===== config.mk =====
export PLATFORM = sky130hd
export DESIGN_NAME = binary_to_ascii_radix_formatter
export DESIGN_NICKNAME = d
export VERILOG_FILES = /design/src/hw/rtl/b2a_pkg.sv /design/src/hw/rtl/binary_to_ascii_radix_formatter.sv /design/src/hw/rtl/b2a_ctrl.sv /design/src/hw/rtl/b2a_dpath.sv
export SDC_FILE = /design/constraint.sdc
export NUM_CORES = 1
export LEC_CHECK = 0
export ABC_AREA = 1
export ABC_CLOCK_PERIOD_IN_PS = 3950
export BUFFER_PORTS_ARGS = -buffer_cell sky130_fd_sc_hd__buf_2
export CORE_MARGIN = 10
export CORE_UTILIZATION = 30
export DETAILED_ROUTE_END_ITERATION = 12
export PLACE_DENSITY_LB_ADDON = 0.3
export RECOVER_POWER = 100
export SLEW_MARGIN = 40
export SYNTH_ARGS = -nofsm -noshare
export SYNTH_HDL_FRONTEND = slang
export SYNTH_SLANG_ARGS = --single-unit

===== constraint.sdc =====
create_clock -name clk -period 3.95 [get_ports clk]
set_clock_uncertainty 0.2 [all_clocks]
set_input_delay 0.395 -clock clk [delete_from_list [all_inputs] [get_ports clk]]
set_output_delay 0.395 -clock clk [all_outputs]
set_load 0.01 [all_outputs]

===== src/hw/rtl/b2a_pkg.sv =====
package b2a_pkg;

  // digit store: 20 BCD / hex nibbles, enough for 2^63-1 in decimal
  localparam int NUM_DIGITS  = 20;
  localparam int DIG_W       = 4 * NUM_DIGITS;
  localparam int NDIG_W      = 5;
  localparam int VALUE_W     = 64;
  localparam int MIND_W      = 6;
  localparam int CHAR_W      = 8;
  localparam int BITCNT_W    = 6;
  localparam int MAX_PAD_DEF = 32;
  localparam int OUT_LIMIT   = 32;

  localparam logic [CHAR_W-1:0] CHAR_ZERO = 8'h30;
  localparam logic [CHAR_W-1:0] CHAR_ALPHA_BASE = 8'h37;  // 'A' - 10

  typedef enum logic [2:0] {
    ST_IDLE,
    ST_CONV,
    ST_NORM,
    ST_PAD,
    ST_DIGS
  } state_t;

  typedef struct packed {
    logic load;
    logic dd_step;
    logic norm_step;
    logic pad_calc;
    logic emit_pad;
    logic emit_dig;
  } cmd_t;

  typedef struct packed {
    logic conv_req;
    logic bit_last;
    logic top_zero;
    logic ndig_one;
    logic pad_zero;
    logic out_free;
  } sts_t;

  function automatic logic [CHAR_W-1:0] digit_glyph(input logic [3:0] d);
    logic [CHAR_W-1:0] r;
    if (d < 4'd10) begin
      r = CHAR_ZERO + {4'b0, d};
    end else begin
      r = CHAR_ALPHA_BASE + {4'b0, d};
    end
    return r;
  endfunction

endpackage


===== src/hw/rtl/binary_to_ascii_radix_formatter.sv =====
// Flow: decimal, positive values run a 64-step bit-serial double-dabble loop before the digits
//   are normalised and emitted; hex, zero or negative values skip it and go straight to normalise.
// Throughput: one number at a time, next accept only once the last digit has gone to the output reg;
//   chars one per cycle while the receiver is ready, none on the step from the pad chars to the digits.
// Reset (rst_n, synchronous, active low): FSM to idle, output beat dropped, radix to decimal.
module binary_to_ascii_radix_formatter #(
  parameter int MAX_PAD = b2a_pkg::MAX_PAD_DEF
) (
  input  logic        clk,
  input  logic        rst_n,
  // config: radix select, 0 = decimal, 1 = upper-case hex
  input  logic        cfg_we,
  input  logic        cfg_wdata,
  // input stream
  input  logic        in_tvalid,
  output logic        in_tready,
  input  logic [71:0] in_tdata,   // [63:0] value (signed), [69:64] min_digits, [71:70] zero
  // output stream, one character per beat
  output logic        out_tvalid,
  input  logic        out_tready,
  output logic [7:0]  out_tdata,  // [7:0] digit_char
  output logic        out_tlast   // final char of the string
);
  import b2a_pkg::*;

  cmd_t cmd;
  sts_t sts;

  // Controller sequences load -> convert (decimal positives only) -> normalise -> pad -> emit.
  b2a_ctrl u_ctrl (
    .clk       (clk),
    .rst_n     (rst_n),
    .in_tvalid (in_tvalid),
    .in_tready (in_tready),
    .sts       (sts),
    .cmd       (cmd)
  );

  // Datapath: binary shift register, 20-nibble digit store, counters and output register.
  // Hex digits of non-negative values load straight into the store; decimal ones come from double dabble.
  b2a_dpath #(
    .MAX_PAD (MAX_PAD)
  ) u_dpath (
    .clk           (clk),
    .rst_n         (rst_n),
    .cfg_we        (cfg_we),
    .cfg_wdata     (cfg_wdata),
    .in_value      (in_tdata[VALUE_W-1:0]),
    .in_min_digits (in_tdata[VALUE_W +: MIND_W]),
    .cmd           (cmd),
    .sts           (sts),
    .out_tvalid    (out_tvalid),
    .out_tready    (out_tready),
    .out_char      (out_tdata),
    .out_last      (out_tlast)
  );

endmodule


===== src/hw/rtl/b2a_ctrl.sv =====
module b2a_ctrl (
  input  logic          clk,
  input  logic          rst_n,
  input  logic          in_tvalid,
  output logic          in_tready,
  input  b2a_pkg::sts_t sts,
  output b2a_pkg::cmd_t cmd
);
  import b2a_pkg::*;

  state_t state_r, state_nxt;

  always_ff @(posedge clk) begin
    if (!rst_n) begin
      state_r <= ST_IDLE;
    end else begin
      state_r <= state_nxt;
    end
  end

  always_comb begin
    cmd       = '0;
    state_nxt = state_r;
    in_tready = 1'b0;
    unique case (state_r)
      ST_IDLE: begin
        in_tready = 1'b1;
        if (in_tvalid) begin
          cmd.load  = 1'b1;
          state_nxt = sts.conv_req ? ST_CONV : ST_NORM;
        end
      end
      ST_CONV: begin
        cmd.dd_step = 1'b1;
        if (sts.bit_last) begin
          state_nxt = ST_NORM;
        end
      end
      ST_NORM: begin
        // strip leading zero digits, always keep one
        if (sts.top_zero && !sts.ndig_one) begin
          cmd.norm_step = 1'b1;
        end else begin
          cmd.pad_calc = 1'b1;
          state_nxt    = ST_PAD;
        end
      end
      ST_PAD: begin
        if (sts.pad_zero) begin
          state_nxt = ST_DIGS;
        end else if (sts.out_free) begin
          cmd.emit_pad = 1'b1;
        end
      end
      ST_DIGS: begin
        if (sts.out_free) begin
          cmd.emit_dig = 1'b1;
          if (sts.ndig_one) begin
            state_nxt = ST_IDLE;
          end
        end
      end
      default: begin
        state_nxt = ST_IDLE;
      end
    endcase
  end

endmodule


===== src/hw/rtl/b2a_dpath.sv =====
module b2a_dpath #(
  parameter int MAX_PAD = b2a_pkg::MAX_PAD_DEF
) (
  input  logic                          clk,
  input  logic                          rst_n,
  input  logic                          cfg_we,
  input  logic                          cfg_wdata,
  input  logic [b2a_pkg::VALUE_W-1:0]   in_value,
  input  logic [b2a_pkg::MIND_W-1:0]    in_min_digits,
  input  b2a_pkg::cmd_t                 cmd,
  output b2a_pkg::sts_t                 sts,
  output logic                          out_tvalid,
  input  logic                          out_tready,
  output logic [b2a_pkg::CHAR_W-1:0]    out_char,
  output logic                          out_last
);
  import b2a_pkg::*;

  localparam int LIMIT = (MAX_PAD < OUT_LIMIT) ? MAX_PAD : OUT_LIMIT;

  logic                  hex_r;
  logic [VALUE_W-1:0]    bin_r;
  logic [DIG_W-1:0]      dig_r, dig_adj;
  logic [BITCNT_W-1:0]   bitcnt_r;
  logic [NDIG_W-1:0]     ndig_r;
  logic [MIND_W-1:0]     want_r, want_nxt;
  logic [MIND_W-1:0]     padcnt_r;
  logic [MIND_W-1:0]     ndig_ext;
  logic                  out_valid_r;
  logic [CHAR_W-1:0]     out_char_r;
  logic                  out_last_r;

  assign ndig_ext = {1'b0, ndig_r};
  assign want_nxt = (in_min_digits > MIND_W'(LIMIT)) ? MIND_W'(LIMIT) : in_min_digits;

  // double-dabble correction, one lane per digit
  always_comb begin
    for (int i = 0; i < NUM_DIGITS; i++) begin
      if (dig_r[4*i +: 4] >= 4'd5) begin
        dig_adj[4*i +: 4] = dig_r[4*i +: 4] + 4'd3;
      end else begin
        dig_adj[4*i +: 4] = dig_r[4*i +: 4];
      end
    end
  end

  always_ff @(posedge clk) begin
    if (!rst_n) begin
      hex_r <= 1'b0;
    end else if (cfg_we) begin
      hex_r <= cfg_wdata;
    end
  end

  always_ff @(posedge clk) begin
    if (cmd.load) begin
      bin_r    <= in_value;
      bitcnt_r <= '0;
      ndig_r   <= NDIG_W'(NUM_DIGITS);
      want_r   <= want_nxt;
      if (hex_r && !in_value[VALUE_W-1]) begin
        dig_r <= {{(DIG_W-VALUE_W){1'b0}}, in_value};
      end else begin
        dig_r <= '0;
      end
    end else if (cmd.dd_step) begin
      dig_r    <= {dig_adj[DIG_W-2:0], bin_r[VALUE_W-1]};
      bin_r    <= {bin_r[VALUE_W-2:0], 1'b0};
      bitcnt_r <= bitcnt_r + 1'b1;
    end else if (cmd.norm_step || cmd.emit_dig) begin
      dig_r  <= {dig_r[DIG_W-5:0], 4'b0};
      ndig_r <= ndig_r - 1'b1;
    end
  end

  always_ff @(posedge clk) begin
    if (cmd.pad_calc) begin
      padcnt_r <= (want_r > ndig_ext) ? (want_r - ndig_ext) : '0;
    end else if (cmd.emit_pad) begin
      padcnt_r <= padcnt_r - 1'b1;
    end
  end

  // output register
  always_ff @(posedge clk) begin
    if (!rst_n) begin
      out_valid_r <= 1'b0;
    end else if (cmd.emit_pad || cmd.emit_dig) begin
      out_valid_r <= 1'b1;
    end else if (out_tready) begin
      out_valid_r <= 1'b0;
    end
  end

  always_ff @(posedge clk) begin
    if (cmd.emit_pad) begin
      out_char_r <= CHAR_ZERO;
      out_last_r <= 1'b0;
    end else if (cmd.emit_dig) begin
      out_char_r <= digit_glyph(dig_r[DIG_W-1 -: 4]);
      out_last_r <= (ndig_r == NDIG_W'(1));
    end
  end

  assign sts.conv_req = !hex_r && !in_value[VALUE_W-1] && (|in_value);
  assign sts.bit_last = (bitcnt_r == BITCNT_W'(VALUE_W - 1));
  assign sts.top_zero = (dig_r[DIG_W-1 -: 4] == 4'd0);
  assign sts.ndig_one = (ndig_r == NDIG_W'(1));
  assign sts.pad_zero = (padcnt_r == '0);
  assign sts.out_free = !out_valid_r || out_tready;

  assign out_tvalid = out_valid_r;
  assign out_char   = out_char_r;
  assign out_last   = out_last_r;

endmodule


==> After elaboration in Yosys (flattened, before gate mapping) <==
Cells that the tools add are included.
W data, S select, Z words.
{ "word_totals": {"inputBits": 78, "register_bits": 181, "word_cells": 145, "output_inout_bits": 11} }
{ "op_classes": {"add_sub_neg": 26, "n_mux": 51, "magnitude_cmp": 23, "n_bitwise": 1, "n_reduce_logical": 21, "eq_ne": 12} }
{ "ops": {"columns": ["op", "count"], "rows": [
  ["$mux W80", 3],
  ["$mux W64", 3],
  ["$ge A4 B3 Y1 const B", 20],
  ["$add A4 B2 Y4 const B", 19],
  ["$mux W4", 19],
  ["$reduce_or A64 Y1", 1],
  ["$mux W3", 7],
  ["$mux W6", 3],
  ["$pmux W3 S5", 1],
  ["$add A6 B4 Y7 const A", 2],
  ["$mux W1", 12],
  ["$ne A2 B2 Y1 const B", 5],
  ["$mux W8", 1],
  ["$add A6 B1 Y6 const B", 1],
  ["$eq A3 B2 Y1 const B", 2],
  ["$eq A6 B6 Y1 const B", 1],
  ["$gt A6 B5 Y1", 1],
  ["$gt A6 B6 Y1 const B", 1],
  ["$logic_not A6 Y1", 1],
  ["$reduce_and A6 Y1", 1],
  ["$reduce_bool A2 Y1", 3],
  ["$sub A6 B1 Y6 const B", 1],
  ["$sub A6 B5 Y6", 1],
  ["$eq A5 B1 Y1 const B", 1],
  ["15 further kinds", 24]
]} }

==> Depth between registers and ports, before layout <==
{ "depth": {"depth_word": 9, "depth_mapped": 12, "mapped_depth_nobuf": 12} }

==> By module <==
A second synthesis with hierarchy kept.
{ "unflattened": {"cells_unflattened": 1222, "hier_area_um2": 10582.6} }
{ "by_module_without_submodules": {"columns": ["module", "cells_each", "n_inst", "seq_area_each_um2", "area_each_um2"], "rows": [
  ["b2a_dpath", 1168, 1, 5104.9, 10247.3],
  ["b2a_ctrl", 54, 1, 60.1, 335.3]
]} }

==> Worst setup path after synthesis <==
Ideal clock, no wire load.
{ "synth_path": {"path_type": "reg-to-reg", "start": "register u_dpath.dig_r[76]", "end": "register u_dpath.dig_r[0], enable pin", "period_less_slack_ns": 3.539, "slack_ns": 0.411, "path_buffers": 0, "required_time_ns": 3.309, "setup_time_ns": 0.441, "path_stages_with_launch": 9, "arrival_ns": 2.898, "cell_sequence": "edfxtp_1 > inv_1 > ha_1 > nand2_1 > nor2_1 > nand3_1 > nand2_2 > inv_1 > nand2_1"} }
{ "synth_via": {"elab_chain_cells": 6} }
{ "synth_rtl": {"columns": ["element", "line", "source"], "rows": [
  ["start: declaration", "b2a_dpath.sv:23", "logic [DIG_W-1:0] dig_r, dig_adj;"],
  ["start signal: assignment", "b2a_dpath.sv:62", "dig_r <= {{(DIG_W-VALUE_W){1'b0}}, in_value};"],
  ["start signal: assignment", "b2a_dpath.sv:67", "dig_r <= {dig_adj[DIG_W-2:0], bin_r[VALUE_W-1]};"],
  ["start signal: assignment", "b2a_dpath.sv:71", "dig_r <= {dig_r[DIG_W-5:0], 4'b0};"],
  ["$logic_not A4 Y1", "b2a_dpath.sv:107", "assign sts.top_zero = (dig_r[DIG_W-1 -: 4] == 4'd0);"],
  ["$logic_and A1 B1 Y1", "b2a_ctrl.sv:41", "if (sts.top_zero && !sts.ndig_one) begin"],
  ["$mux W1", "b2a_ctrl.sv:41", null],
  ["$mux W2", "b2a_ctrl.sv:25", "unique case (state_r)"],
  ["$logic_or A1 B1 Y1", "b2a_dpath.sv:70", "end else if (cmd.norm_step || cmd.emit_dig) begin"],
  ["$reduce_bool A3 Y1 (no line)", null, null]
]} }
No other way between the ends.
A chain may end at the register's enable or synchronous reset.

==> Worst setup path in the final report <==
{ "layout_path": {"start": "register u_ctrl.state_r[0]", "end": "register u_dpath.dig_r[20], data pin"} }
{ "layout_via": {"elab_chain_cells": 4, "word_cells_on_any_way": 6, "classes_between": "eq/ne: 1; mux: 4; reduce/logical: 1"} }
{ "layout_rtl": {"columns": ["element", "line", "source"], "rows": [
  ["start: declaration", "b2a_ctrl.sv:11", "state_t state_r, state_nxt;"],
  ["start signal: assignment", "b2a_ctrl.sv:17", "state_r <= state_nxt;"],
  ["$eq A3 B1 Y1", "b2a_ctrl.sv:25", null],
  ["$mux W1", "b2a_ctrl.sv:25", null],
  ["$mux W80", "b2a_dpath.sv:66", "end else if (cmd.dd_step) begin"],
  ["$mux W80 (*)", "b2a_dpath.sv:56", "if (cmd.load) begin"]
]} }
Mark *: on every way between the ends. The rest lies on a longest branch, timed or not.

==> summary.txt <==
Run status
  • Outcome: finished with violations
  • Failing checks: max-capacitance violations, max-slew violations

Yosys
  • Number of synthesized flops with an enable pin: 156
  • Top_reg_cell synth: edfxtp_1
  • Cells after synthesis: 1153
  • Area contributors post-synth: edfxtp_1, nand2_1, ha_1, o21ai_0, inv_1
  • Most frequent cell after synthesis: nand2_1
  • Cell taking the most area after synthesis: edfxtp_1
  • YS warnings: 0
  • Seq/Total Area, Yosys: 50.8%
  • Share of the synthesized area in the top cell type: 46.1%
  • Post-synthesis cell area: 10200 um2
  • Post-Syn Nets: 1282
  • Ys async rst share: 0%
  • Synth cell count leaders: nand2_1, edfxtp_1, inv_1
  • Netlist cell types: 37
  • Syn avg cell area: 8.81 um2
  • Yosys reg bits: 180

Clock tree
  • H-tree depth reported by CTS: 4
  • CTS clk-pin slew, worst paths: 0.07 ns
  • Worst-Skew Late Latency: 0.42 ns
  • TritonCTS clock tree: yes
  • CTS Buffer Depth: 2
  • Total CTS buffers: 17
  • Post-CTS Setup Bufs: 0
  • Clock Root Buffer: clkbuf_16
  • # resized after CTS: 0
  • Clock sinks: 180
  • Hold_buf cts: 1

Power
  • Pleak: 4.93 nW
  • VDD IR-drop max: 0.000570 V
  • Pwr/cell area: 846 nW/um2

Timing
  • Fin crit share: 77.0%
  • Setup TNS: 0 ns
  • RSZ-0062 raised after global routing: no
  • Fmax: 329 MHz
  • Worst slew pin tran: 1.74 ns
  • Worst hold margin: 0.0211 ns
  • Min Tclk post-route: 3.04 ns
  • Final Max Slew Viols: 134
  • Final hold violations: 0
  • Endpoints failing setup: 0
  • Slew HR: -15.9%

Floorplan
  • Die width: 204 um
  • Initial core utilization: 30.4%
  • Core box area: 33400 um2
  • Die Ht: 204 um
  • Row cnt: 67
  • Ports: 89
  • Total die area: 41600 um2

Routing
  • DRT antenna net count: 0
  • Drt initial violations: 623
  • Routed wire per std cell: 14.6 um
  • Drt total wl: 24700 um
  • First-pass DRT Iterations: 5
  • Vias per cell: 4.77
  • Vias after detailed routing: 8047
  • DR DRC count: 0

Layout
  • Layout Nets: 1357
  • # fillers: 3442
  • N_diodes: 0
  • Share of layout cells above drive strength 1: 9.68%
  • P&R area growth vs syn: 14.4%

Worst setup path
  • Startpoint types: register
  • Worst Path Required: 3.86 ns
  • Crit Path Max Fanout: 133
  • Arrival time worst endpoint: 2.95 ns
  • Setup crit end kind: register
  • Setup CP Type: register to register

Global routing
  • Initial antenna violation count: 0
  • Largest net degree at the start of global routing: 134
  • GRT overflow: 0
  • Number of global-route vias before repair: 8115
  • First-pass GRT wire length: 40800 um
  • Global Route Usage Sum: 12.0%

Job
  • MaxCap Viol Count: 1

Placed design
  • GPL Wtd Cong: 0.818
  • DP Wirelength: 16900 um
  • Port Buffers: 85

Hold path
  • Worst hold path class: primary input to register
## worst max-delay path, cell delays in order (launching register included)
cell and delay (ns):
dfxtp_1 0.35, nor2_1 0.16, nand2_1 0.08, inv_1 0.11
nand2_1 0.14, nand2_4 0.08, clkbuf_4 1.22, o221ai_1 0.26
## stage by stage
stage | cells | power (mW) | instance area [um2] | util [%] | setup slack [ns]
after global placement | 1655 | 8.07 | 11100 | 33.1 | 1.35
after global routing | 1688 | 10.8 | 11600 | 34.7 | 0.657
after CTS | 1687 | 9.94 | 11700 | 34.8 | 1.32
after detailed placement | 1655 | 8.15 | 11100 | 33.1 | 1.33
final | 1688 | 9.83 | 11600 | 34.7 | 0.907
after floorplan | 1153 | 7.07 | 10200 | - | 0.411
## cell families (layout without fill, tap and decap cells)
family	count (synthesis)	count (layout)	synth area share (%)
xor+xnor	27	27	2.33
buf+inv	181	268	7.02
fa+ha+maj	51	51	6.36
flops	180	180	50.8
compound gates	262	262	15.6
simple gates	451	451	17.9
other cells	1	1	0.0369
## state kept, by name, summed over array words and instances (netlist names)
name                flops
u_dpath.dig_r          80
u_dpath.bin_r          64
u_dpath.out_char        7
u_dpath.bitcnt_r        6
u_dpath.padcnt_r        6
u_dpath.want_r          6
u_dpath.ndig_r          5
u_ctrl.state_r          3
u_dpath.hex_r           1
u_dpath.out_last        1
u_dpath.out_tvalid      1
## cell usage in the layout, fill, tap and decap left out, types with 3 or more instances in the layout
cell | synthesis | layout
nand2_1 | 287 | 287
edfxtp_1 | 156 | 156
inv_1 | 136 | 141
o21ai_0 | 102 | 105
nor2_1 | 94 | 94
a21oi_1 | 74 | 74
buf_2 | 18 | 74
o221ai_1 | 56 | 56
nand3_1 | 53 | 53
ha_1 | 50 | 50
xor2_1 | 25 | 25
dfxtp_1 | 24 | 24
clkbuf_16 | 0 | 17
clkbuf_1 | 18 | 14
o211ai_1 | 9 | 9
nand4_1 | 5 | 5
nor3_1 | 4 | 5
inv_6 | 0 | 5
o21ai_1 | 7 | 4
or2_2 | 3 | 3
clkinv_4 | 0 | 3
buf_4 | 3 | 3
## final cells by class
cell class              count  area [um2]  share of cell area [%]
multi-input cells         792        4280                    36.8
inverters                 142         533                    4.59
clock inverters            12         146                    1.26
repair buffers             95         505                    4.35
clock buffers              19         433                    3.72
flip-flops and latches    180        5160                    44.4
well taps                 448         561                    4.82
## where the power goes
part	switching (mW)	internal, mW
Clock	0.779	0.948
Combinational	2.65	1.36
Sequential	0.526	3.56
## layer usage
layer	global-route usage (%)	vias to the layer above	wire length (um)
met5	0	-	0
met4	2.49	0	189
met3	2.85	10	1000
met2	19.7	150	11500
met1	15.7	3779	12000
li1	-	4108	-
## final timing paths
kind	start	endpoint	slack, ns	cells past startpoint
worst max-delay path	u_ctrl.state_r[0]$_SDFFE_PN0P_	u_dpath.dig_r[20]$_DFFE_PP_	0.91	7
worst min-delay path	cfg_wdata	u_dpath.hex_r$_SDFFE_PN0P_	0.02	3
worst max register to register	u_ctrl.state_r[0]$_SDFFE_PN0P_	u_dpath.dig_r[20]$_DFFE_PP_	0.91	7
worst min register to register	u_dpath.out_char[2]$_SDFFE_PP0P_	u_dpath.out_char[2]$_SDFFE_PP0P_	0.28	2
(Power assumes the default switching activity.)
